==> src/design/agc_pkg.sv <==
// ----------------------------------------------------------------------------
// agc_pkg: shared types and constants of the three-axis RMS gain control
// Widths, job and write structs, state types and the magnitude and saturation helpers.
// ----------------------------------------------------------------------------
package agc_pkg;

    localparam int SAMPLE_BITS     = 24;
    localparam int LENGTH_BITS     = 20;
    localparam int HALF_BITS       = 6;
    localparam int MAX_HALF_WINDOW = 63;
    localparam int DELAY_DEPTH     = 128;
    localparam int DELAY_AW        = $clog2(DELAY_DEPTH);
    localparam int DEPTH_HALF      = (DELAY_DEPTH - 1) / 2;
    localparam int HALF_CAP        = (MAX_HALF_WINDOW < DEPTH_HALF) ? MAX_HALF_WINDOW
                                                                    : DEPTH_HALF;
    localparam int GAIN_BITS       = 40;
    localparam int OUT_BITS        = 22;
    localparam int WIN_BITS        = $clog2(2 * HALF_CAP + 2);
    localparam int N3_BITS         = WIN_BITS + 2;
    localparam int PROD_BITS       = GAIN_BITS + SAMPLE_BITS;
    localparam int ENERGY_BITS     = 2 * SAMPLE_BITS + 8;
    localparam int SCALE_BITS      = 64;
    localparam int QUO_BITS        = N3_BITS + SCALE_BITS;
    localparam int SQ_BITS         = QUO_BITS + (QUO_BITS % 2);
    localparam int ROOT_BITS       = SQ_BITS / 2;
    localparam int REM_BITS        = ROOT_BITS + 3;
    localparam int CNT_BITS        = $clog2(QUO_BITS);
    localparam int FIFO_DEPTH      = 2;
    localparam int FIFO_AW         = $clog2(FIFO_DEPTH);
    localparam int IN_DATA_BITS    = ((3 * SAMPLE_BITS + 7) / 8) * 8;
    localparam int OUT_DATA_BITS   = ((GAIN_BITS + 3 * OUT_BITS + 7) / 8) * 8;
    localparam int CFG_IDX_BITS    = 1;
    localparam int CFG_DATA_BITS   = LENGTH_BITS;

    localparam logic [CFG_IDX_BITS-1:0] CFG_HALF_SPAN    = CFG_IDX_BITS'(0);
    localparam logic [CFG_IDX_BITS-1:0] CFG_TRACE_LENGTH = CFG_IDX_BITS'(1);

    typedef logic signed [SAMPLE_BITS-1:0] sample_t;
    typedef logic signed [OUT_BITS-1:0]    out_t;

    typedef struct packed {
        logic [LENGTH_BITS-1:0] j;
        logic [LENGTH_BITS-1:0] lm1;
        logic [HALF_BITS-1:0]   h;
        logic                   last;
    } job_t;

    typedef struct packed {
        logic                      en;
        logic [DELAY_AW-1:0]       addr;
        logic [3*SAMPLE_BITS-1:0]  data;
    } mem_wr_t;

    typedef enum logic {
        F_IDLE,
        F_GEN
    } front_state_t;

    typedef enum logic [3:0] {
        B_IDLE,
        B_PLAN,
        B_SQ0,
        B_SQ1,
        B_SQ2,
        B_SQ3,
        B_DIVSET,
        B_DIV,
        B_SQSET,
        B_SQRT,
        B_MUL0,
        B_MUL1,
        B_MUL2,
        B_MUL3,
        B_OUT
    } back_state_t;

    // Magnitude of a signed sample; the most negative value maps onto 2^(n-1).
    function automatic logic [SAMPLE_BITS-1:0] sample_mag(input sample_t x);
        logic [SAMPLE_BITS-1:0] u;
        u = x;
        return x[SAMPLE_BITS-1] ? (~u + SAMPLE_BITS'(1)) : u;
    endfunction

    // Scale the product down by 2^16, apply the sign and saturate.
    function automatic out_t sat_out(input logic [PROD_BITS-1:0] prod, input logic neg);
        logic [PROD_BITS-17:0] p;
        logic [PROD_BITS-17:0] pos_lim;
        logic [PROD_BITS-17:0] neg_lim;
        logic [OUT_BITS-1:0]   r;
        p       = prod[PROD_BITS-1:16];
        pos_lim = (PROD_BITS-16)'((64'd1 << (OUT_BITS - 1)) - 64'd1);
        neg_lim = (PROD_BITS-16)'(64'd1 << (OUT_BITS - 1));
        if (neg)
        begin
            if (p > neg_lim)
                r = neg_lim[OUT_BITS-1:0];
            else
                r = ~p[OUT_BITS-1:0] + OUT_BITS'(1);
        end
        else
        begin
            if (p > pos_lim)
                r = pos_lim[OUT_BITS-1:0];
            else
                r = p[OUT_BITS-1:0];
        end
        return out_t'(r);
    endfunction

endpackage

==> src/design/agc_front.sv <==
// ----------------------------------------------------------------------------
// agc_front: input side of the gain control
// Takes sample words, writes the delay line, tracks the trace and queues jobs.
// ----------------------------------------------------------------------------
module agc_front
    import agc_pkg::*;
(
    input  logic                     clk,
    input  logic                     rst_n,
    input  logic                     cfg_we,
    input  logic [CFG_IDX_BITS-1:0]  cfg_idx,
    input  logic [CFG_DATA_BITS-1:0] cfg_data,
    input  logic                     s_tvalid,
    output logic                     s_tready,
    input  logic [IN_DATA_BITS-1:0]  s_tdata,
    input  logic                     back_idle,
    input  logic                     fifo_full,
    input  logic                     fifo_empty,
    output logic                     push,
    output job_t                     job,
    output mem_wr_t                  wr
);

    front_state_t           state_reg, state_next;
    logic [HALF_BITS-1:0]   half_span_reg;
    logic [LENGTH_BITS-1:0] trace_length_reg;
    logic [LENGTH_BITS-1:0] sin_reg, sin_next;
    logic [LENGTH_BITS-1:0] sout_reg, sout_next;
    logic [LENGTH_BITS-1:0] lm1_reg, lm1_next;
    logic [HALF_BITS-1:0]   h_reg, h_next;

    logic                   accept;
    logic                   emit;
    logic [LENGTH_BITS-1:0] len_eff;
    logic [LENGTH_BITS-1:0] lm1_new;
    logic [LENGTH_BITS-1:0] half_lim;
    logic [HALF_BITS-1:0]   h_new;
    logic [LENGTH_BITS:0]   sout_plus_h;

    always_ff @(posedge clk or negedge rst_n)
    begin
        if (!rst_n)
        begin
            half_span_reg    <= '0;
            trace_length_reg <= LENGTH_BITS'(1);
        end
        else if (cfg_we)
        begin
            case (cfg_idx)
                CFG_HALF_SPAN:    half_span_reg    <= cfg_data[HALF_BITS-1:0];
                CFG_TRACE_LENGTH: trace_length_reg <= cfg_data[LENGTH_BITS-1:0];
                default:          ;
            endcase
        end
    end

    // Window limits for a trace that starts with the next word.
    always_comb
    begin
        len_eff  = (trace_length_reg == '0) ? LENGTH_BITS'(1) : trace_length_reg;
        lm1_new  = len_eff - LENGTH_BITS'(1);
        half_lim = lm1_new >> 1;
        h_new    = half_span_reg;
        if (h_new > HALF_BITS'(HALF_CAP))
            h_new = HALF_BITS'(HALF_CAP);
        if (LENGTH_BITS'(h_new) > half_lim)
            h_new = half_lim[HALF_BITS-1:0];
    end

    assign sout_plus_h = {1'b0, sout_reg} + (LENGTH_BITS+1)'(h_reg);
    assign emit = (sout_reg < sin_reg) &&
                  ((sout_plus_h < {1'b0, sin_reg}) || (sin_reg > lm1_reg));

    always_comb
    begin
        state_next = state_reg;
        case (state_reg)
            F_IDLE:  if (accept) state_next = F_GEN;
            F_GEN:   if (!emit) state_next = F_IDLE;
            default: state_next = F_IDLE;
        endcase
    end

    always_comb
    begin
        s_tready  = (state_reg == F_IDLE) && back_idle && fifo_empty;
        accept    = s_tvalid && s_tready;
        push      = (state_reg == F_GEN) && emit && !fifo_full;
        job.j     = sout_reg;
        job.lm1   = lm1_reg;
        job.h     = h_reg;
        job.last  = (sout_reg == lm1_reg);
        wr.en     = accept;
        wr.addr   = sin_reg[DELAY_AW-1:0];
        wr.data   = s_tdata[3*SAMPLE_BITS-1:0];
        sin_next  = sin_reg;
        sout_next = sout_reg;
        lm1_next  = lm1_reg;
        h_next    = h_reg;
        if (accept)
        begin
            if (sin_reg == '0)
            begin
                lm1_next  = lm1_new;
                h_next    = h_new;
                sout_next = '0;
            end
            sin_next = sin_reg + LENGTH_BITS'(1);
        end
        else if (push)
        begin
            sout_next = sout_reg + LENGTH_BITS'(1);
        end
        else if ((state_reg == F_GEN) && !emit && (sin_reg > lm1_reg))
        begin
            sin_next  = '0;
            sout_next = '0;
        end
    end

    always_ff @(posedge clk or negedge rst_n)
    begin
        if (!rst_n)
        begin
            state_reg <= F_IDLE;
            sin_reg   <= '0;
            sout_reg  <= '0;
            lm1_reg   <= '0;
            h_reg     <= '0;
        end
        else
        begin
            state_reg <= state_next;
            sin_reg   <= sin_next;
            sout_reg  <= sout_next;
            lm1_reg   <= lm1_next;
            h_reg     <= h_next;
        end
    end

endmodule

==> config.mk <==
export PLATFORM = sky130hd
export DESIGN_NAME = agc_front
export DESIGN_NICKNAME = d
export VERILOG_FILES = /design/src/design/agc_pkg.sv /design/src/design/agc_front.sv
export SDC_FILE = /design/constraint.sdc
export NUM_CORES = 1
export LEC_CHECK = 0
export BUFFER_PORTS_ARGS = -buffer_cell sky130_fd_sc_hd__buf_2
export CORE_ASPECT_RATIO = 0.8
export CORE_MARGIN = 2
export CORE_UTILIZATION = 40
export DETAILED_ROUTE_END_ITERATION = 8
export SYNTH_ARGS = -nofsm -noshare
export SYNTH_HDL_FRONTEND = slang
export SYNTH_SLANG_ARGS = --single-unit
==> constraint.sdc <==
create_clock -name clk -period 6.8 [get_ports clk]
set_clock_uncertainty 0.1 [all_clocks]
set_input_delay 0.68 -clock clk [delete_from_list [all_inputs] [get_ports clk]]
set_output_delay 0.68 -clock clk [all_outputs]
set_load 0.005 [all_outputs]
== Word level (Yosys, flattened, before mapping) ==
Cells that the tools add are included.

* Bits of input ports: 100
* Output and inout port bits: 129
* Logic and storage cells: 53
* Bits in registers: 93

* $add $sub $neg: 4
* Reductions and logical operators: 20
* Order comparisons: 5
* Mux-type cells: 12
* Bitwise gates (word level): 2
* Eq/ne operators: 3

{| class="wikitable"
|+ Operators by type and width
! operator !! number
|-
| 2-to-1 mux 20 bit || 7
|-
| adder 20 x 1 -> 20 bit (second input constant) || 2
|-
| zero test 20 bit || 2
|-
| adder 20 x 6 -> 21 bit || 1
|-
| < comparator 21 x 20 -> 1 bit || 1
|-
| equality test 20 bit || 1
|-
| greater-than comparator 20 bit || 1
|-
| < comparator 20 bit || 1
|-
| subtractor 20 x 1 -> 20 bit (second input constant) || 1
|-
| greater-than comparator 6 x 19 -> 1 bit || 1
|-
| 2-to-1 mux 6 bit || 2
|-
| AND reduction 2 bit || 5
|-
| logical AND 1 bit || 8
|-
| greater-than comparator 6 bit (second input constant) || 1
|-
| != test 2 x 1 -> 1 bit (second input constant) || 2
|-
| nonzero test 3 bit || 1
|-
| zero test 1 bit || 2
|-
| 2-to-1 mux 1 bit || 2
|-
| inverter 1 bit || 2
|-
| case mux 1 bit (2 select lines) || 1
|-
| nonzero test 2 bit || 1
|-
| logical OR 1 bit || 1
|}

== Longest topological paths before layout ==
* Word-level depth: 10
* Depth in mapped cells: 21
* Mapped depth without buffers: 19

== Least setup slack after synthesis ==
OpenSTA, ideal clock, no wires.

* Path kind: flip-flop to output port
* From: register sout_reg[0]
* To: output port push
* Setup slack: 1.779 ns
* Required time: 6.020 ns
* Stages on the path, launching flop included: 20
* Data arrival time: 4.241 ns
* Cell sequence: dfrtp_1 ha_1 inv_1 fa_1 nor2b_1 o31ai_1 a21oi_1 nand3_1 nor2_1 nand3_1 xnor2_1 ha_1 a21o_1 a2111oi_0 nor2_1 o21a_1 a211o_1 a211oi_1 clkbuf_1 clkbuf_1

* Longest elaborated chain between the ends: 6
* Elaborated cells on any way between the ends: 7

{| class="wikitable"
|+ RTL lines
! what !! RTL line !! RTL
|-
| from (decl) || agc_front.sv:28 || <nowiki>logic [LENGTH_BITS-1:0] sout_reg, sout_next;</nowiki>
|-
| from (signal assigned) || agc_front.sv:135 || <nowiki>sout_reg <= sout_next;</nowiki>
|-
| adder 20 x 6 -> 21 bit || agc_front.sv:70 || <nowiki>assign sout_plus_h = {1'b0, sout_reg} + (LENGTH_BITS+1)'(h_reg);</nowiki>
|-
| < comparator 21 x 20 -> 1 bit || agc_front.sv:72 || <nowiki>((sout_plus_h < {1'b0, sin_reg}) || (sin_reg > lm1_reg));</nowiki>
|-
| logical OR 1 bit || agc_front.sv:72 ||
|-
| logical AND 1 bit * || agc_front.sv:71 || <nowiki>assign emit = (sout_reg < sin_reg) &&</nowiki>
|-
| logical AND 1 bit * (2 in a row) || agc_front.sv:88 || <nowiki>push = (state_reg == F_GEN) && emit && !fifo_full;</nowiki>
|-
| to (decl) || agc_front.sv:19 || <nowiki>output logic push,</nowiki>
|}

Every way passes the cells marked *; elsewhere a longest branch is shown, timed or not.

== Worst setup path after layout ==
Ends and elaborated chain as after synthesis.

==> flow_summary_export.csv <==
group,metric,value,unit
synthesis,synth_xor_area_share,6.54,%
grt,grt_pass1_wl,32.3,mm
clocking,tritoncts,"yes",
route,drtIter0Drc,538,
final_layout,drive_gt1_share,16.4,%
clocking,hold_buffers,0,
clocking,cts.clk_slew.worst_paths,70,ps
grt,grt_pass1_vias,5640,
power,ir_drop,114,uV
route,wl_met1,10.8,mm
setup_path,rr_worst_depth,20,
setup_path,worst-setup-path-type,"register to output pin",
timing,setup_viol,0,
synthesis,synthAdderAreaFrac,12.6,%
setup_path,required,6020,ps
die,io_pins,229,
power,switchingPower,438,uW
timing,drv_slew,0,
timing,rsz0062_at_grt,"false",
setup_path,cp_cell_sequence,"ha_1 > inv_1 > fa_1 > nor2b_1 > o31ai_1 > a21oi_1 > nand3_1 > nor2_1 > nand3_1 > xnor2_1 > ha_1 > a21o_1 > a2111oi_0 > nor2_1 > o21a_1 > a211o_1 > a211oi_2 > buf_4 > buf_2",
setup_path,path_buf_inv,3,
route,firstDrtPassIters,5,
grt,grt_max_degree,66,
route,wl_met3,1.18,mm
die,core,0.0183,sq mm
synthesis,synth_area_leader_cell,"dfrtp_1",
timing,clock.fmax,174,MHz
synthesis,ys_seq_elements,93,
synthesis,synth_warnings,0,
synthesis,synth_most_common_cell,"dfrtp_1",
route,routed_wl,20.5,mm
grt,track_usage,21.0,%
clocking,cts_sinks,93,
synthesis,synth_cell_types,62,
place,placed_cells,1105,
place,hpwl,15.9,mm
timing,finalHoldViolations,0,
synthesis,syn_area,0.00752,sq mm
timing,slew_headroom,34.4,%
setup_path,slowest_delay,510,ps
clocking,numCtsBuffers,9,
setup_path,arrival,4950,ps
power,power.internal,998,uW
timing,worst_pin_slew,976,ps
die,start_util,41.2,%
setup_path,slowest_stage,"dfrtp_1",
setup_path,reg2reg_slack,1480,ps
setup_path,cp-start-kind,"register",
timing,setup_ws,1070,ps
power,clkPwrFrac,36.5,%
timing,setup_tns,0,ps
place,gp_congestion,0.874,
place,io_buffer_count,84,
synthesis,synth_compound_area_share,15.0,%
route,final_antenna_net_count,0,
job,maxCapViolations,0,
power,seqPwrFrac,45.5,%
synthesis,syn-num-nets,1049,
synthesis,synth_ff_type,"dfrtp_1",
synthesis,synth_mux_area_share,4.74,%
final_layout,areaGrowthSynthToFinish,4.74,%
route,wl_per_cell,18.3,um
power,power,1440,uW
min_path,hp-class,"input pin to async pin",
die,fp.dieH,127,um
setup_path,worstSetupEndpointType,"output pin",
synthesis,synth_area_leaders,"dfrtp_1 (31%), ha_1 (12%), buf_4 (8.0%), o21ai_0 (4.1%), mux2_2 (3.7%)",
synthesis,synth_edf_count,0,
place,place_ws,1460,ps
route,top_layer,"met4",
power,p_sw_share,30.5,%
grt,antenna_found_initial,0,
final_layout,num_antenna_cells,0,
timing,fin_crit_sh,84.3,%
timing,period_minus_slack,5730,ps
die,die_area,0.0199,sq mm
synthesis,postSynthAreaPerCell,8.61,sq um
synthesis,syn_inst,874,
route,wl_met2,8.34,mm
synthesis,synth_common_cells,"dfrtp_1 (92), buf_4 (80), ha_1 (74)",
synthesis,synth_top_family_by_area,"simple AND/OR/NAND/NOR gates",
status,status,"finished clean",
clocking,cts_resized,0,
route,viasPerCell,5.46,
power,p_leak,0.00380,uW
setup_path,r2r-start,"sout_reg[0]",
clocking,cts_root_buf,"clkbuf_16",
synthesis,synth_seq_area_share,31.0,%
final_layout,nets,1038,
grt,overflow,0,
clocking,worstSkewPairLatency,350,ps
synthesis,synth_top_area_share,30.6,%
synthesis,yosys.area_share.simple,17.1,%
die,rows,44,
die,die_w,157,um
route,vias,6123,
final_layout,fin_cells,1121,
power,pwr-share-comb,18.0,%
route,drc,0,
power,power.density,182,mW/mm^2
clocking,postCtsSetupBuffers,0,
clocking,htreeDepth,3,
setup_path,reg2reg_to,"sout_reg[16]",
setup_path,cp_top_family,"compound AO/OA/AOI/OAI gates",
setup_path,path_max_fanout,29,
synthesis,async_flop_share,100,%
clocking,clk_path_buf_depth,2,
## cells in the final DEF, fill, tap and decap left out, types with 5 or more instances in the layout
| master | Yosys | final |
|---|---|---|
| nand4_1 | 17 | 17 |
| and4_1 | 6 | 6 |
| nor3_1 | 16 | 16 |
| and2_1 | 7 | 7 |
| inv_1 | 69 | 69 |
| a21o_1 | 12 | 12 |
| nor4_1 | 13 | 13 |
| and3_1 | 11 | 11 |
| o21ai_0 | 61 | 61 |
| a31oi_1 | 18 | 18 |
| a21oi_1 | 52 | 52 |
| nand3_1 | 27 | 27 |
| mux2i_1 | 6 | 6 |
| xor2_1 | 24 | 24 |
| mux2_2 | 25 | 25 |
| clkbuf_16 | 0 | 9 |
| xnor2_1 | 29 | 29 |
| buf_4 | 80 | 6 |
| dfrtp_1 | 92 | 92 |
| ha_1 | 74 | 74 |
| nor3b_1 | 5 | 5 |
| buf_2 | 1 | 83 |
| nor2_1 | 73 | 73 |
| nand2_1 | 61 | 61 |
| nor2b_1 | 5 | 5 |
| o21a_1 | 7 | 7 |
## layout make-up
type,count,area [sq um]
multi-input combinational,601,4210
inverter,69,259
clock buffer,10,229
sequential,93,2330
clock inverter,6,71.3
fill,1862,10400
timing repair buffer,89,460
tap,253,317
## routing by layer
metal / track usage (%) / vias up
met5: 0 / -
met4: 3.58 / 0
met3: 4.03 / 11
met2: 29.1 / 200
met1: 33.6 / 2955
li1: - / 2957
## through the flow
stage	util [%]	instance area (sq um)	hold WS [ps]
2_1_floorplan	-	7520	284
3_3_place_gp	41.5	7580	410
3_5_place_dp	41.5	7580	423
4_1_cts	43.1	7880	164
5_1_grt	43.1	7880	159
6_report	43.1	7880	144
## how the worst max path moves through the flow
stage	endpoint	cells after the start	startpoint	slack, ps
global route	push	19	sout_reg[0]	650
finish	push	19	sout_reg[0]	1070
global placement	push	19	sout_reg[0]	1600
floorplan	push	19	sout_reg[0]	1780
detailed placement	push	19	sout_reg[0]	1460
CTS	push	19	sout_reg[0]	1070
## kinds of logic (layout without fill, tap and decap cells)
family,Yosys count,after routing
compound gates,182,182
xor+xnor,54,54
fa+ha+maj,75,75
buf+inv,180,174
flops,93,93
mux,32,32
simple gates,258,258
## power by group through the flow
stage,clock [uW],sequential [uW],combinational (uW)
detailed placement,0,663,258
finish,524,654,259
global route,556,661,301
global placement,0,661,256
CTS,534,652,260
floorplan,0,640,223
Power figures use the tool's default switching activity.
