$ cat src/design/agc_pkg.sv
// ----------------------------------------------------------------------------
// agc_pkg: shared types and constants of the three-axis RMS gain control
// Widths, job and write structs, state types and the magnitude and saturation helpers.
// ----------------------------------------------------------------------------
package agc_pkg;

    localparam int SAMPLE_BITS     = 24;
    localparam int LENGTH_BITS     = 20;
    localparam int HALF_BITS       = 6;
    localparam int MAX_HALF_WINDOW = 63;
    localparam int DELAY_DEPTH     = 128;
    localparam int DELAY_AW        = $clog2(DELAY_DEPTH);
    localparam int DEPTH_HALF      = (DELAY_DEPTH - 1) / 2;
    localparam int HALF_CAP        = (MAX_HALF_WINDOW < DEPTH_HALF) ? MAX_HALF_WINDOW
                                                                    : DEPTH_HALF;
    localparam int GAIN_BITS       = 40;
    localparam int OUT_BITS        = 22;
    localparam int WIN_BITS        = $clog2(2 * HALF_CAP + 2);
    localparam int N3_BITS         = WIN_BITS + 2;
    localparam int PROD_BITS       = GAIN_BITS + SAMPLE_BITS;
    localparam int ENERGY_BITS     = 2 * SAMPLE_BITS + 8;
    localparam int SCALE_BITS      = 64;
    localparam int QUO_BITS        = N3_BITS + SCALE_BITS;
    localparam int SQ_BITS         = QUO_BITS + (QUO_BITS % 2);
    localparam int ROOT_BITS       = SQ_BITS / 2;
    localparam int REM_BITS        = ROOT_BITS + 3;
    localparam int CNT_BITS        = $clog2(QUO_BITS);
    localparam int FIFO_DEPTH      = 2;
    localparam int FIFO_AW         = $clog2(FIFO_DEPTH);
    localparam int IN_DATA_BITS    = ((3 * SAMPLE_BITS + 7) / 8) * 8;
    localparam int OUT_DATA_BITS   = ((GAIN_BITS + 3 * OUT_BITS + 7) / 8) * 8;
    localparam int CFG_IDX_BITS    = 1;
    localparam int CFG_DATA_BITS   = LENGTH_BITS;

    localparam logic [CFG_IDX_BITS-1:0] CFG_HALF_SPAN    = CFG_IDX_BITS'(0);
    localparam logic [CFG_IDX_BITS-1:0] CFG_TRACE_LENGTH = CFG_IDX_BITS'(1);

    typedef logic signed [SAMPLE_BITS-1:0] sample_t;
    typedef logic signed [OUT_BITS-1:0]    out_t;

    typedef struct packed {
        logic [LENGTH_BITS-1:0] j;
        logic [LENGTH_BITS-1:0] lm1;
        logic [HALF_BITS-1:0]   h;
        logic                   last;
    } job_t;

    typedef struct packed {
        logic                      en;
        logic [DELAY_AW-1:0]       addr;
        logic [3*SAMPLE_BITS-1:0]  data;
    } mem_wr_t;

    typedef enum logic {
        F_IDLE,
        F_GEN
    } front_state_t;

    typedef enum logic [3:0] {
        B_IDLE,
        B_PLAN,
        B_SQ0,
        B_SQ1,
        B_SQ2,
        B_SQ3,
        B_DIVSET,
        B_DIV,
        B_SQSET,
        B_SQRT,
        B_MUL0,
        B_MUL1,
        B_MUL2,
        B_MUL3,
        B_OUT
    } back_state_t;

    // Magnitude of a signed sample; the most negative value maps onto 2^(n-1).
    function automatic logic [SAMPLE_BITS-1:0] sample_mag(input sample_t x);
        logic [SAMPLE_BITS-1:0] u;
        u = x;
        return x[SAMPLE_BITS-1] ? (~u + SAMPLE_BITS'(1)) : u;
    endfunction

    // Scale the product down by 2^16, apply the sign and saturate.
    function automatic out_t sat_out(input logic [PROD_BITS-1:0] prod, input logic neg);
        logic [PROD_BITS-17:0] p;
        logic [PROD_BITS-17:0] pos_lim;
        logic [PROD_BITS-17:0] neg_lim;
        logic [OUT_BITS-1:0]   r;
        p       = prod[PROD_BITS-1:16];
        pos_lim = (PROD_BITS-16)'((64'd1 << (OUT_BITS - 1)) - 64'd1);
        neg_lim = (PROD_BITS-16)'(64'd1 << (OUT_BITS - 1));
        if (neg)
        begin
            if (p > neg_lim)
                r = neg_lim[OUT_BITS-1:0];
            else
                r = ~p[OUT_BITS-1:0] + OUT_BITS'(1);
        end
        else
        begin
            if (p > pos_lim)
                r = pos_lim[OUT_BITS-1:0];
            else
                r = p[OUT_BITS-1:0];
        end
        return out_t'(r);
    endfunction

endpackage

$ cat src/design/agc_fifo.sv
// ----------------------------------------------------------------------------
// agc_fifo: short job queue between the front and back ends
// Two entries, simultaneous push and pop allowed.
// ----------------------------------------------------------------------------
module agc_fifo
    import agc_pkg::*;
(
    input  logic clk,
    input  logic rst_n,
    input  logic push,
    input  job_t push_job,
    input  logic pop,
    output job_t pop_job,
    output logic full,
    output logic empty
);

    job_t                 entry_reg [FIFO_DEPTH];
    logic [FIFO_AW-1:0]   wr_ptr_reg;
    logic [FIFO_AW-1:0]   rd_ptr_reg;
    logic [FIFO_AW:0]     count_reg;

    assign full    = (count_reg == (FIFO_AW+1)'(FIFO_DEPTH));
    assign empty   = (count_reg == '0);
    assign pop_job = entry_reg[rd_ptr_reg];

    always_ff @(posedge clk)
    begin
        if (push)
            entry_reg[wr_ptr_reg] <= push_job;
    end

    always_ff @(posedge clk or negedge rst_n)
    begin
        if (!rst_n)
        begin
            wr_ptr_reg <= '0;
            rd_ptr_reg <= '0;
            count_reg  <= '0;
        end
        else
        begin
            if (push)
                wr_ptr_reg <= wr_ptr_reg + FIFO_AW'(1);
            if (pop)
                rd_ptr_reg <= rd_ptr_reg + FIFO_AW'(1);
            if (push && !pop)
                count_reg <= count_reg + (FIFO_AW+1)'(1);
            else if (pop && !push)
                count_reg <= count_reg - (FIFO_AW+1)'(1);
        end
    end

endmodule

$ cat config.mk
export PLATFORM = sky130hd
export DESIGN_NAME = agc_fifo
export DESIGN_NICKNAME = d
export VERILOG_FILES = /design/src/design/agc_pkg.sv /design/src/design/agc_fifo.sv
export SDC_FILE = /design/constraint.sdc
export NUM_CORES = 1
export LEC_CHECK = 0
export BUFFER_PORTS_ARGS = -buffer_cell sky130_fd_sc_hd__buf_2
export CAP_MARGIN = 40
export CORE_MARGIN = 4
export CORE_UTILIZATION = 55
export CTS_CLUSTER_DIAMETER = 80
export DETAILED_ROUTE_END_ITERATION = 16
export PLACE_DENSITY = 0.8
export SLEW_MARGIN = 20
export SYNTH_ARGS = -nofsm -noshare
export SYNTH_HDL_FRONTEND = slang
export SYNTH_SLANG_ARGS = --single-unit
$ cat constraint.sdc
create_clock -name clk -period 7.05 [get_ports clk]
set_input_delay 0.705 -clock clk [delete_from_list [all_inputs] [get_ports clk]]
set_output_delay 0.705 -clock clk [all_outputs]
set_load 0.005 [all_outputs]
---- Word level (Yosys, flattened, before mapping) ----
Memories as Yosys holds them, arrays and structs flattened.
Index checks and enable logic that the tools add are counted.
word-level totals
  output and inout port bits .............. 49
  memory bits (writable) .................. 94
  logic and storage cells ................. 19
  memories kept ........................... 1
  flip-flop bits (word level) ............. 4
  input port bits ......................... 51
cells by class
  multiplexer cells ....................... 4
  equality and inequality tests ........... 1
  reductions and logical operators ........ 6
  add/sub/neg operators ................... 4
memories
  name       words  width  read ports  clocked after memory_dff  wr ports  RTL line        text
  entry_reg  2      47     1           0                         1         agc_fifo.sv:18  job_t entry_reg [FIFO_DEPTH];
operators with widths
  cell                                               number
  two-way mux 2 bit                                  2
  adder 1 bit (second input constant)                2
  adder 2 x 1 -> 2 bit (second input constant)       1
  == test 2 bit (second input constant)              1
  logical AND 1 bit                                  2
  logical NOT 1 bit                                  2
  logical NOT 2 bit                                  1
  two-way mux 1 bit                                  2
  nonzero test 2 bit                                 1
  subtractor 2 x 1 -> 2 bit (second input constant)  1

---- Longest topological paths before layout ----
Gate-level depths: netlist (run 1).
  word-level depth ........................ 4
  depth in mapped cells ................... 5
  gate-level depth less buffers ........... 5

---- Least setup slack after synthesis (run 1) ----
OpenSTA, ideal clock, no wires.
  path type ............................... in2reg
  start point ............................. input port push
  end point ............................... memory entry_reg[0][0] (netlist bit), enable pin
  path slack .............................. 3.799 ns
  data arrival time ....................... 2.793 ns
  cell stages on the path ................. 1
  required time ........................... 6.593 ns
  path buffers ............................ 0
  setup time .............................. 0.457 ns
  path through ............................ nor2b_1
between the ends
  word-level cells in the longest chain between the ends .. 2
RTL lines
  item                                     RTL line        text
  from (decl)                              agc_fifo.sv:10  input logic push,
  two-way mux 1 bit                        agc_fifo.sv:29  if (push)
  two-way mux 1 bit (implied by the code)  agc_fifo.sv:30  entry_reg[wr_ptr_reg] <= push_job;
  to (decl)                                agc_fifo.sv:18
Every way passes these cells.

==> out/metrics.csv, run 1 <==
metric;value;unit
result of the run;finished, final reports clean;
routed vias/inst;5.13;
worst slew margin relative to its limit;0.587;
adder-cell area share of the yosys netlist;0.00342;
number of diodes;0;
overall power;1.66;mW
gate count of the mapped netlist;162;
area of the die;8020;sq um
layout overhead on the synthesized area;21.3;%
height of the die;89.5;microns
number of buffers inserted to repair setup after CTS;0;
Via Count;1795;
Worst-Skew Late Latency;0.35;ns
transition time at the pin with the least slew margin;0.619;ns
post-synthesis compound-gate area fraction;0;
Hold Violations, Final;0;
RSZ-0062 raised after global routing;no;
clock slew at the register clock pins of the worst setup and hold paths;0.08;ns
Die X;89.5;microns
required time of the critical path;6.34;ns
wire length of the first global-routing pass;9.04;mm
part of the cycle the worst path needs;0.389;
Post-CTS Resized;0;
startpoint class of the critical path;register;
total half-perimeter wirelength after legalization and detailed placement;4.13;mm
number of nets in the finished design;321;
placeable core region;6390;sq um
number of routed nets with antenna violations;0;
max cap viols;0;
Worst setup EP type;output pin;
Final Setup Violations;0;
number of design-rule violations left by the first detailed-router iteration;77;
DRC Markers;0;
number of warnings printed during yosys synthesis;0;
final number of max-transition violations;0;
Lkg Pwr;1.75;nW
post-synthesis instance area;3660;sq um
initial cell density of the core;0.573;
clock tree from TritonCTS;done;
IO Port Bufs;99;
share of the synthesized netlist area taken by xor and xnor gates;0.0120;
main combinational cell family by area after synthesis;multiplexers;
critical path, cell by cell;buf_4, mux2_2, buf_2;
synthesized netlist net count;214;
worst hold path class;primary input to asynchronous set/reset pin;
Routed wire per std cell;17.1;microns
Overall Global Routing Usage;0.155;
final period demand of the worst path;2.74;ns
clock tree buffer depth;2;
Congestion Overflow GR;0;
commonest non-fill, non-tap cell in the layout;buf_2;
Routability Congestion;0.705;
Crit Path Max Fanout;36;
number of unique standard cell types used by synthesis;13;
pre-CTS setup slack;4.65;ns
via count of the first global-routing pass;1881;
largest stage delay on the critical path;0.59;ns
count of H-tree levels built during CTS;3;
CP Class;register to output pin;
portion of the post-synthesis area used by sequential elements;0.799;
maximum ir drop on the vdd rail;215;uV
fraction of the mapped netlist area in simple logic gates;0.00718;
share of cells above drive strength 1;0.601;
number of antenna violations at the first check in global routing;1;
count of state elements after synthesis;98;
CTS sink cnt;98;
Power Dens Cells;373;nW/um^2
number of rows in the core area;29;
number of buffers inserted during clock tree synthesis;9;
largest net degree at the start of global routing;48;
slowest cell on the critical path;dfrtp_2;
number of flip-flops in the largest register;94;
detailed-route wire length;5.98;mm
worst path setup slack after routing;4.31;ns
DR pass1 iterations;4;
IO Pins;100;
critical path arrival;2.04;ns
final-layout setup total negative slack;0;ns
per-instance average area after synthesis;22.6;sq um
number of buffers added to fix hold violations after cts;0;
highest achievable clock rate;0.365;GHz
highest-count cells in the layout ignoring fill and taps;buf_2 (99), edfxtp_1 (94), mux2_2 (27), mux2_4 (20), clkbuf_8 (9);
Worst Clk Skew;0.00727;ns
Clock Tree Root;clkbuf_8;
multiplexer share of the synthesized area;0.165;
==> per-layer routing <==
| metal | GRT usage | wire, microns |
|---|---|---|
| met1 | 0.201 | 2560 |
| met4 | 0.0650 | 76 |
| met3 | 0.0571 | 507 |
| met5 | 0 | 20 |
| met2 | 0.238 | 2820 |
==> path summary, 6_finish.rpt <==
check	start	endpoint	slack (ns)	cells after the start
min in group clk	count_reg[1]$_DFFE_PN0P_	count_reg[1]$_DFFE_PN0P_	0.51	1
max in group asynchronous	rst_n	rd_ptr_reg$_DFFE_PN0P_	6.76	1
setup / recovery	rd_ptr_reg$_DFFE_PN0P_	pop_job[32]	4.31	3
hold / removal	rst_n	count_reg[1]$_DFFE_PN0P_	0.15	1
hold reg to reg	count_reg[1]$_DFFE_PN0P_	count_reg[1]$_DFFE_PN0P_	0.51	1
setup reg to reg	wr_ptr_reg$_DFFE_PN0P_	entry_reg[0][3]$_DFFE_PP_	5.41	2
==> through the flow <==
stage                     hold slack, ns  cell area (sq um)   util  instances
final                              0.153               4440  0.695        350
after global routing               0.139               4440  0.695        350
after CTS                          0.137               4440  0.695        350
after detailed placement           0.489               4230  0.663        335
after global placement             0.476               4230  0.662        335
after floorplan                    0.409               3660      -        162
==> power breakdown <==
part / internal (mW) / leakage, nW / total, mW / switching, mW
registers: 0.774 / 0.928 / 0.824 / 0.0500
clock network: 0.195 / 0.0964 / 0.369 / 0.173
logic: 0.255 / 0.723 / 0.463 / 0.208
==> cell type report <==
| cell class | count | area, sq um |
|---|---|---|
| Multi-Input combinational cell | 58 | 697 |
| Inverter | 1 | 3.75 |
| Clock buffer | 9 | 124 |
| Sequential cell | 98 | 2920 |
| Tap cell | 77 | 96.3 |
| Clock inverter | 6 | 82.6 |
| Timing Repair Buffer | 101 | 510 |
| Fill cell | 414 | 1950 |
==> cells in the mapped netlist <==
cell type  number  area share
mux2_4         20       0.082
dfrtp_1         4       0.027
mux2_2         27       0.083
xnor2_1         1      0.0024
buf_2           2      0.0027
ha_1            1      0.0034
nor2b_1         2      0.0034
inv_1           1      0.0010
buf_6           3      0.0092
edfxtp_1       94        0.77
and2_1          1      0.0017
xor2_1          4      0.0096
nor2_1          2      0.0021
==> cell families (layout without fill, tap and decap cells) <==
family                   count (synthesis)  after routing
buffers and inverters                    6            117
XOR/XNOR                                 5              5
AND/OR/NAND/NOR                          5              5
flip-flops                              98             98
adder cells (fa/ha/maj)                  1              1
multiplexers                            47             47
==> critical path: cells and delay by family, from the launching register on <==
| family | cells | cell delay [ns] |
|---|---|---|
| buf+inv | 2 | 0.66 |
| mux | 1 | 0.41 |
| flops | 1 | 0.59 |
(Power assumes the default switching activity.)
==> inputs of run 2 (changes only) <==
- CORE_UTILIZATION: 55 -> 52
- PLACE_DENSITY: 0.8 -> 0.76
- clock period: 7.05 -> 2.9 ns (I/O delays scaled with it)
==> out/metrics.csv, run 2 (same netlist as run 1, synthesis figures left out) <==
metric;value;unit;change
via count of the first global-routing pass;1900;;was 1881
height of the die;91.9;microns;was 89.5 microns
number of buffers inserted during clock tree synthesis;9;;unchanged
number of nets in the finished design;324;;was 321
Die X;91.9;microns;was 89.5 microns
final-layout setup total negative slack;0;ns;unchanged
count of H-tree levels built during CTS;3;;unchanged
final period demand of the worst path;2.21;ns;
worst hold path class;primary input to register;;was primary input to asynchronous set/reset pin
number of diodes;0;;unchanged
overall power;3.93;mW;was 1.66 mW
pre-CTS setup slack;1.05;ns;was 4.65 ns
Clock Tree Root;clkbuf_8;;unchanged
initial cell density of the core;0.535;;was 0.573
CP Class;register to output pin;;unchanged
share of cells above drive strength 1;0.606;;was 0.601
Worst-Skew Late Latency;0.35;ns;about the same
Worst setup EP type;output pin;;unchanged
total half-perimeter wirelength after legalization and detailed placement;4.20;mm;was 4.13 mm
count of filler cells inserted in the layout;513;;was 414
detailed-route wire length;6.08;mm;was 5.98 mm
worst path setup slack after routing;0.691;ns;was 4.31 ns
Congestion Overflow GR;0;;unchanged
clock tree buffer depth;2;;unchanged
Worst Clk Skew;0.0111;ns;was 0.00727 ns
highest-count cells in the layout ignoring fill and taps;buf_2 (99), edfxtp_1 (94), mux2_2 (27), mux2_4 (20), clkbuf_8 (9);;unchanged
largest net degree at the start of global routing;31;;was 48
wire length of the first global-routing pass;9.48;mm;was 9.04 mm
Power Dens Cells;879;nW/um^2;was 373 nW/um^2
DP Cell Count;356;;was 335
placement-stage cell area;4290;sq um;was 4230 sq um
clock slew at the register clock pins of the worst setup and hold paths;0.10;ns;was 0.08 ns
maximum ir drop on the vdd rail;443;uV;was 215 uV
critical path arrival;1.92;ns;was 2.04 ns
routed vias/inst;4.83;;was 5.13
CTS sink cnt;98;;unchanged
Overall Global Routing Usage;0.150;;was 0.155
post-layout utilization of the core;0.655;;was 0.695
worst slew margin relative to its limit;0.559;;was 0.587
result of the run;finished, final reports clean;;unchanged
DRC Markers;0;;unchanged
number of buffers inserted to repair setup after CTS;0;;unchanged
part of the cycle the worst path needs;0.762;;
area of the die;8440;sq um;was 8020 sq um
IO Port Bufs;99;;unchanged
Final Setup Violations;0;;unchanged
Crit Path Max Fanout;27;;was 36
transition time at the pin with the least slew margin;0.661;ns;was 0.619 ns
Routability Congestion;0.720;;was 0.705
number of routed nets with antenna violations;0;;unchanged
Lkg Pwr;1.75;nW;about the same
number of antenna violations at the first check in global routing;0;;was 1
required time of the critical path;2.61;ns;was 6.34 ns
commonest non-fill, non-tap cell in the layout;buf_2;;unchanged
final cell area excluding filler cells;4480;sq um;was 4440 sq um
number of flip-flops in the largest register;94;;unchanged
number of rows in the core area;30;;was 29
Hold Violations, Final;0;;unchanged
number of design-rule violations left by the first detailed-router iteration;81;;was 77
max cap viols;0;;unchanged
startpoint class of the critical path;register;;unchanged
IO Pins;100;;unchanged
fin cells;373;;was 350
layout overhead on the synthesized area;22.4;%;was 21.3%
placeable core region;6830;sq um;was 6390 sq um
DR pass1 iterations;4;;unchanged
Routed wire per std cell;16.3;microns;was 17.1 microns
clock tree from TritonCTS;done;;unchanged
highest achievable clock rate;0.453;GHz;
RSZ-0062 raised after global routing;no;;unchanged
Via Count;1800;;was 1795
worst hold slack;0.119;ns;was 0.153 ns
final number of max-transition violations;0;;unchanged
## run 2: worst paths after layout
path / startpoint / to / slack [ns] / depth (start not counted)
worst max-delay path: rd_ptr_reg$_DFFE_PN0P_ / pop_job[26] / 0.69 / 3
worst min-delay path: push_job[9] / entry_reg[1][9]$_DFFE_PP_ / 0.12 / 1
worst max register to register: wr_ptr_reg$_DFFE_PN0P_ / entry_reg[1][24]$_DFFE_PP_ / 1.23 / 2
worst min register to register: count_reg[1]$_DFFE_PN0P_ / count_reg[1]$_DFFE_PN0P_ / 0.49 / 1
max in group asynchronous: rst_n / rd_ptr_reg$_DFFE_PN0P_ / 2.50 / 2
min in group asynchronous: rst_n / count_reg[0]$_DFFE_PN0P_ / 0.27 / 2
## run 2: where the power goes
group | internal (mW) | switching (mW) | total [mW]
Combinational | 0.656 | 0.475 | 1.13
Clock | 0.312 | 0.457 | 0.768
Sequential | 1.88 | 0.155 | 2.03
Total | 2.85 | 1.09 | 3.93
## run 2: cell type report
cell class	instances	area (sq um)	area share
clock buffers	10	128	0.0285
clock inverters	6	43.8	0.00978
inverters	1	3.75	0.000839
multi-input cells	58	696	0.155
flip-flops and latches	98	2920	0.653
well taps	96	120	0.0268
repair buffers	104	561	0.125
## run 2: critical path, stage by stage (launching register included)
cell,delay (ns)
dfrtp_2,0.80
buf_12,0.28
mux2_2,0.35
buf_2,0.13
## run 2: timing repair
item	in CTS	in global routing
resized for setup	0	0
hold buffers	1	0
endpoints found under the hold margin	4	0
## run 2: routing by layer
layer  vias to the layer above  global-route usage  wire length [microns]
li1                        850                   -                      -
met1                       864               0.193                   2600
met2                        77               0.234                   2890
met3                         9              0.0459                    462
met4                         0              0.0705                    126
met5                         -                   0                      0
==> inputs of run 3 (changes only) <==
- clock period: 2.9 -> 2.3 ns (I/O delays scaled with it)
==> out/metrics.csv, run 3 (same netlist as run 1, synthesis figures left out) <==
metric;value;unit;change
result of the run;finished, final reports clean;;unchanged
number of flip-flops in the largest register;94;;unchanged
final-layout setup total negative slack;0;ns;unchanged
count of H-tree levels built during CTS;3;;unchanged
Via Count;1820;;was 1800
fin cells;375;;was 373
layout overhead on the synthesized area;23.7;%;was 22.4%
clock slew at the register clock pins of the worst setup and hold paths;0.09;ns;was 0.10 ns
number of antenna violations at the first check in global routing;0;;unchanged
Die X;91.9;microns;unchanged
transition time at the pin with the least slew margin;0.385;ns;was 0.661 ns
Top Metal Used;met4;;unchanged
worst reg-to-reg setup slack;0.99;ns;was 1.23 ns
Largest delay share family, worst path;flip-flops;;unchanged
startpoint class of the critical path;register;;unchanged
met1 WL;2.53;mm;was 2.60 mm
source of the worst register-to-register timing path;wr_ptr_reg$_DFFE_PN0P_;;unchanged
max cap viols;0;;unchanged
final number of max-transition violations;0;;unchanged
Power Dens Cells;1140;nW/um^2;was 879 nW/um^2
worst slew margin relative to its limit;0.743;;was 0.559
worst hold path class;primary input to register;;unchanged
number of design-rule violations left by the first detailed-router iteration;96;;was 81
wire length of the first global-routing pass;9.40;mm;was 9.48 mm
detailed-route wire length;5.82;mm;was 6.08 mm
IO Pins;100;;unchanged
clock tree from TritonCTS;done;;unchanged
Crit Path Max Fanout;14;;was 27
buffering stage count on the worst path with inverters included;2;;unchanged
worst setup path end;pop_job[25];;was pop_job[26]
clock tree buffer depth;2;;unchanged
slowest cell on the critical path;dfrtp_2;;unchanged
number of diodes;0;;unchanged
Worst Clk Skew;0.00931;ns;was 0.0111 ns
highest achievable clock rate;0.512;GHz;
Worst-Skew Late Latency;0.33;ns;was 0.35 ns
capture instance of the worst register-to-register path;entry_reg[1][26]$_DFFE_PP_;;was entry_reg[1][24]$_DFFE_PP_
routed vias/inst;4.85;;was 4.83
Routability Congestion;0.716;;was 0.720
Crit path depth;3;;unchanged
number of nets in the finished design;326;;was 324
Worst setup EP type;output pin;;unchanged
critical path, cell by cell;buf_4, mux2_2, buf_2;;was buf_12, mux2_2, buf_2
number of routed nets with antenna violations;0;;unchanged
Detail Route met3 WL;389;microns;was 462 microns
Hold Violations, Final;0;;unchanged
via count of the first global-routing pass;1945;;was 1900
Final Setup Violations;0;;unchanged
share of cells above drive strength 1;0.609;;was 0.606
Routed wire per std cell;15.5;microns;was 16.3 microns
DR pass1 iterations;4;;unchanged
DP Cell Count;358;;was 356
CP Class;register to output pin;;unchanged
required time of the critical path;2.07;ns;was 2.61 ns
initial cell density of the core;0.535;;unchanged
DRC Markers;0;;unchanged
maximum ir drop on the vdd rail;613;uV;was 443 uV
part of the cycle the worst path needs;0.849;;
IO Port Bufs;99;;unchanged
number of buffers inserted during clock tree synthesis;9;;unchanged
area of the die;8440;sq um;unchanged
placeable core region;6830;sq um;unchanged
critical path arrival;1.72;ns;was 1.92 ns
Met2 Wirelength;2.88;mm;was 2.89 mm
largest stage delay on the critical path;0.58;ns;was 0.80 ns
number of cells traversed by the worst register-to-register path;2;;unchanged
final period demand of the worst path;1.95;ns;
number of rows in the core area;30;;unchanged
commonest non-fill, non-tap cell in the layout;buf_2;;unchanged
Lkg Pwr;1.78;nW;was 1.75 nW
Congestion Overflow GR;0;;unchanged
highest-count cells in the layout ignoring fill and taps;buf_2 (99), edfxtp_1 (94), mux2_2 (27), mux2_4 (20), clkbuf_8 (9);;unchanged
Overall Global Routing Usage;0.145;;was 0.150
Clock Tree Root;clkbuf_8;;unchanged
CTS sink cnt;98;;unchanged
RSZ-0062 raised after global routing;no;;unchanged
largest net degree at the start of global routing;29;;was 31
start point of the critical path;rd_ptr_reg$_DFFE_PN0P_;;unchanged
height of the die;91.9;microns;unchanged
number of buffers inserted to repair setup after CTS;0;;unchanged
total half-perimeter wirelength after legalization and detailed placement;3.97;mm;was 4.20 mm
overall power;5.17;mW;was 3.93 mW
==> run 3: changes by cell type in the layout (fill, tap and decap cells not counted), sizes merged <==
cell and delta:
bufinv +2, buf +2, clkinv -1, clkinvlp -2, inv +1
==> run 3: area by class of cell <==
type,count,area [sq um]
well taps,96,120
multi-input cells,58,696
inverters,1,3.75
repair buffers,106,563
clock inverters,6,88.8
flip-flops and latches,98,2920
clock buffers,10,128
fillers,497,2310
==> run 3: worst min path at each step <==
stage | start | to | slack [ns] | cells after the start
6_report | push_job[9] | entry_reg[1][9]$_DFFE_PP_ | 0.07 | 1
5_1_grt | push_job[9] | entry_reg[0][9]$_DFFE_PP_ | 0.04 | 1
4_1_cts | push_job[9] | entry_reg[1][9]$_DFFE_PP_ | 0.05 | 1
3_5_place_dp | rst_n | count_reg[1]$_DFFE_PN0P_ | 0.04 | 1
3_3_place_gp | rst_n | count_reg[1]$_DFFE_PN0P_ | 0.04 | 1
2_1_floorplan | rst_n | count_reg[0]$_DFFE_PN0P_ | -0.07 | 0
==> run 3: power by group <==
part | internal, mW | switching [mW]
clock network | 0.615 | 0.558
registers | 2.37 | 0.144
logic | 0.831 | 0.651
==> run 3: metal layers <==
layer  track usage  vias up
li1              -      856
met1         0.190      894
met2         0.227       68
met3        0.0443        2
met4        0.0594        0
met5             0        -
==> run 3: what timing repair did <==
item | in CTS | in global routing
resized for setup | 0 | 0
hold buffers | 1 | 0
hold endpoints to repair | 4 | 0
==> run 3: worst register-to-register path, delay by kind of cell (launching register included) <==
kind	cells	cell delay, ns
buffers and inverters	1	0.35
flip-flops	1	0.43
AND/OR/NAND/NOR	1	0.18
==> run 3: per-stage QoR <==
| step | cell area (sq um) | setup WS, ns | util | hold slack (ns) |
|---|---|---|---|---|
| floorplan | 3660 | 0.244 | - | -0.0656 |
| global placement | 4300 | 0.738 | 0.629 | 0.0423 |
| detailed placement | 4300 | 0.703 | 0.629 | 0.0431 |
| CTS | 4520 | 0.319 | 0.662 | 0.0484 |
| global route | 4520 | 0.264 | 0.662 | 0.0432 |
| finish | 4520 | 0.348 | 0.662 | 0.0721 |
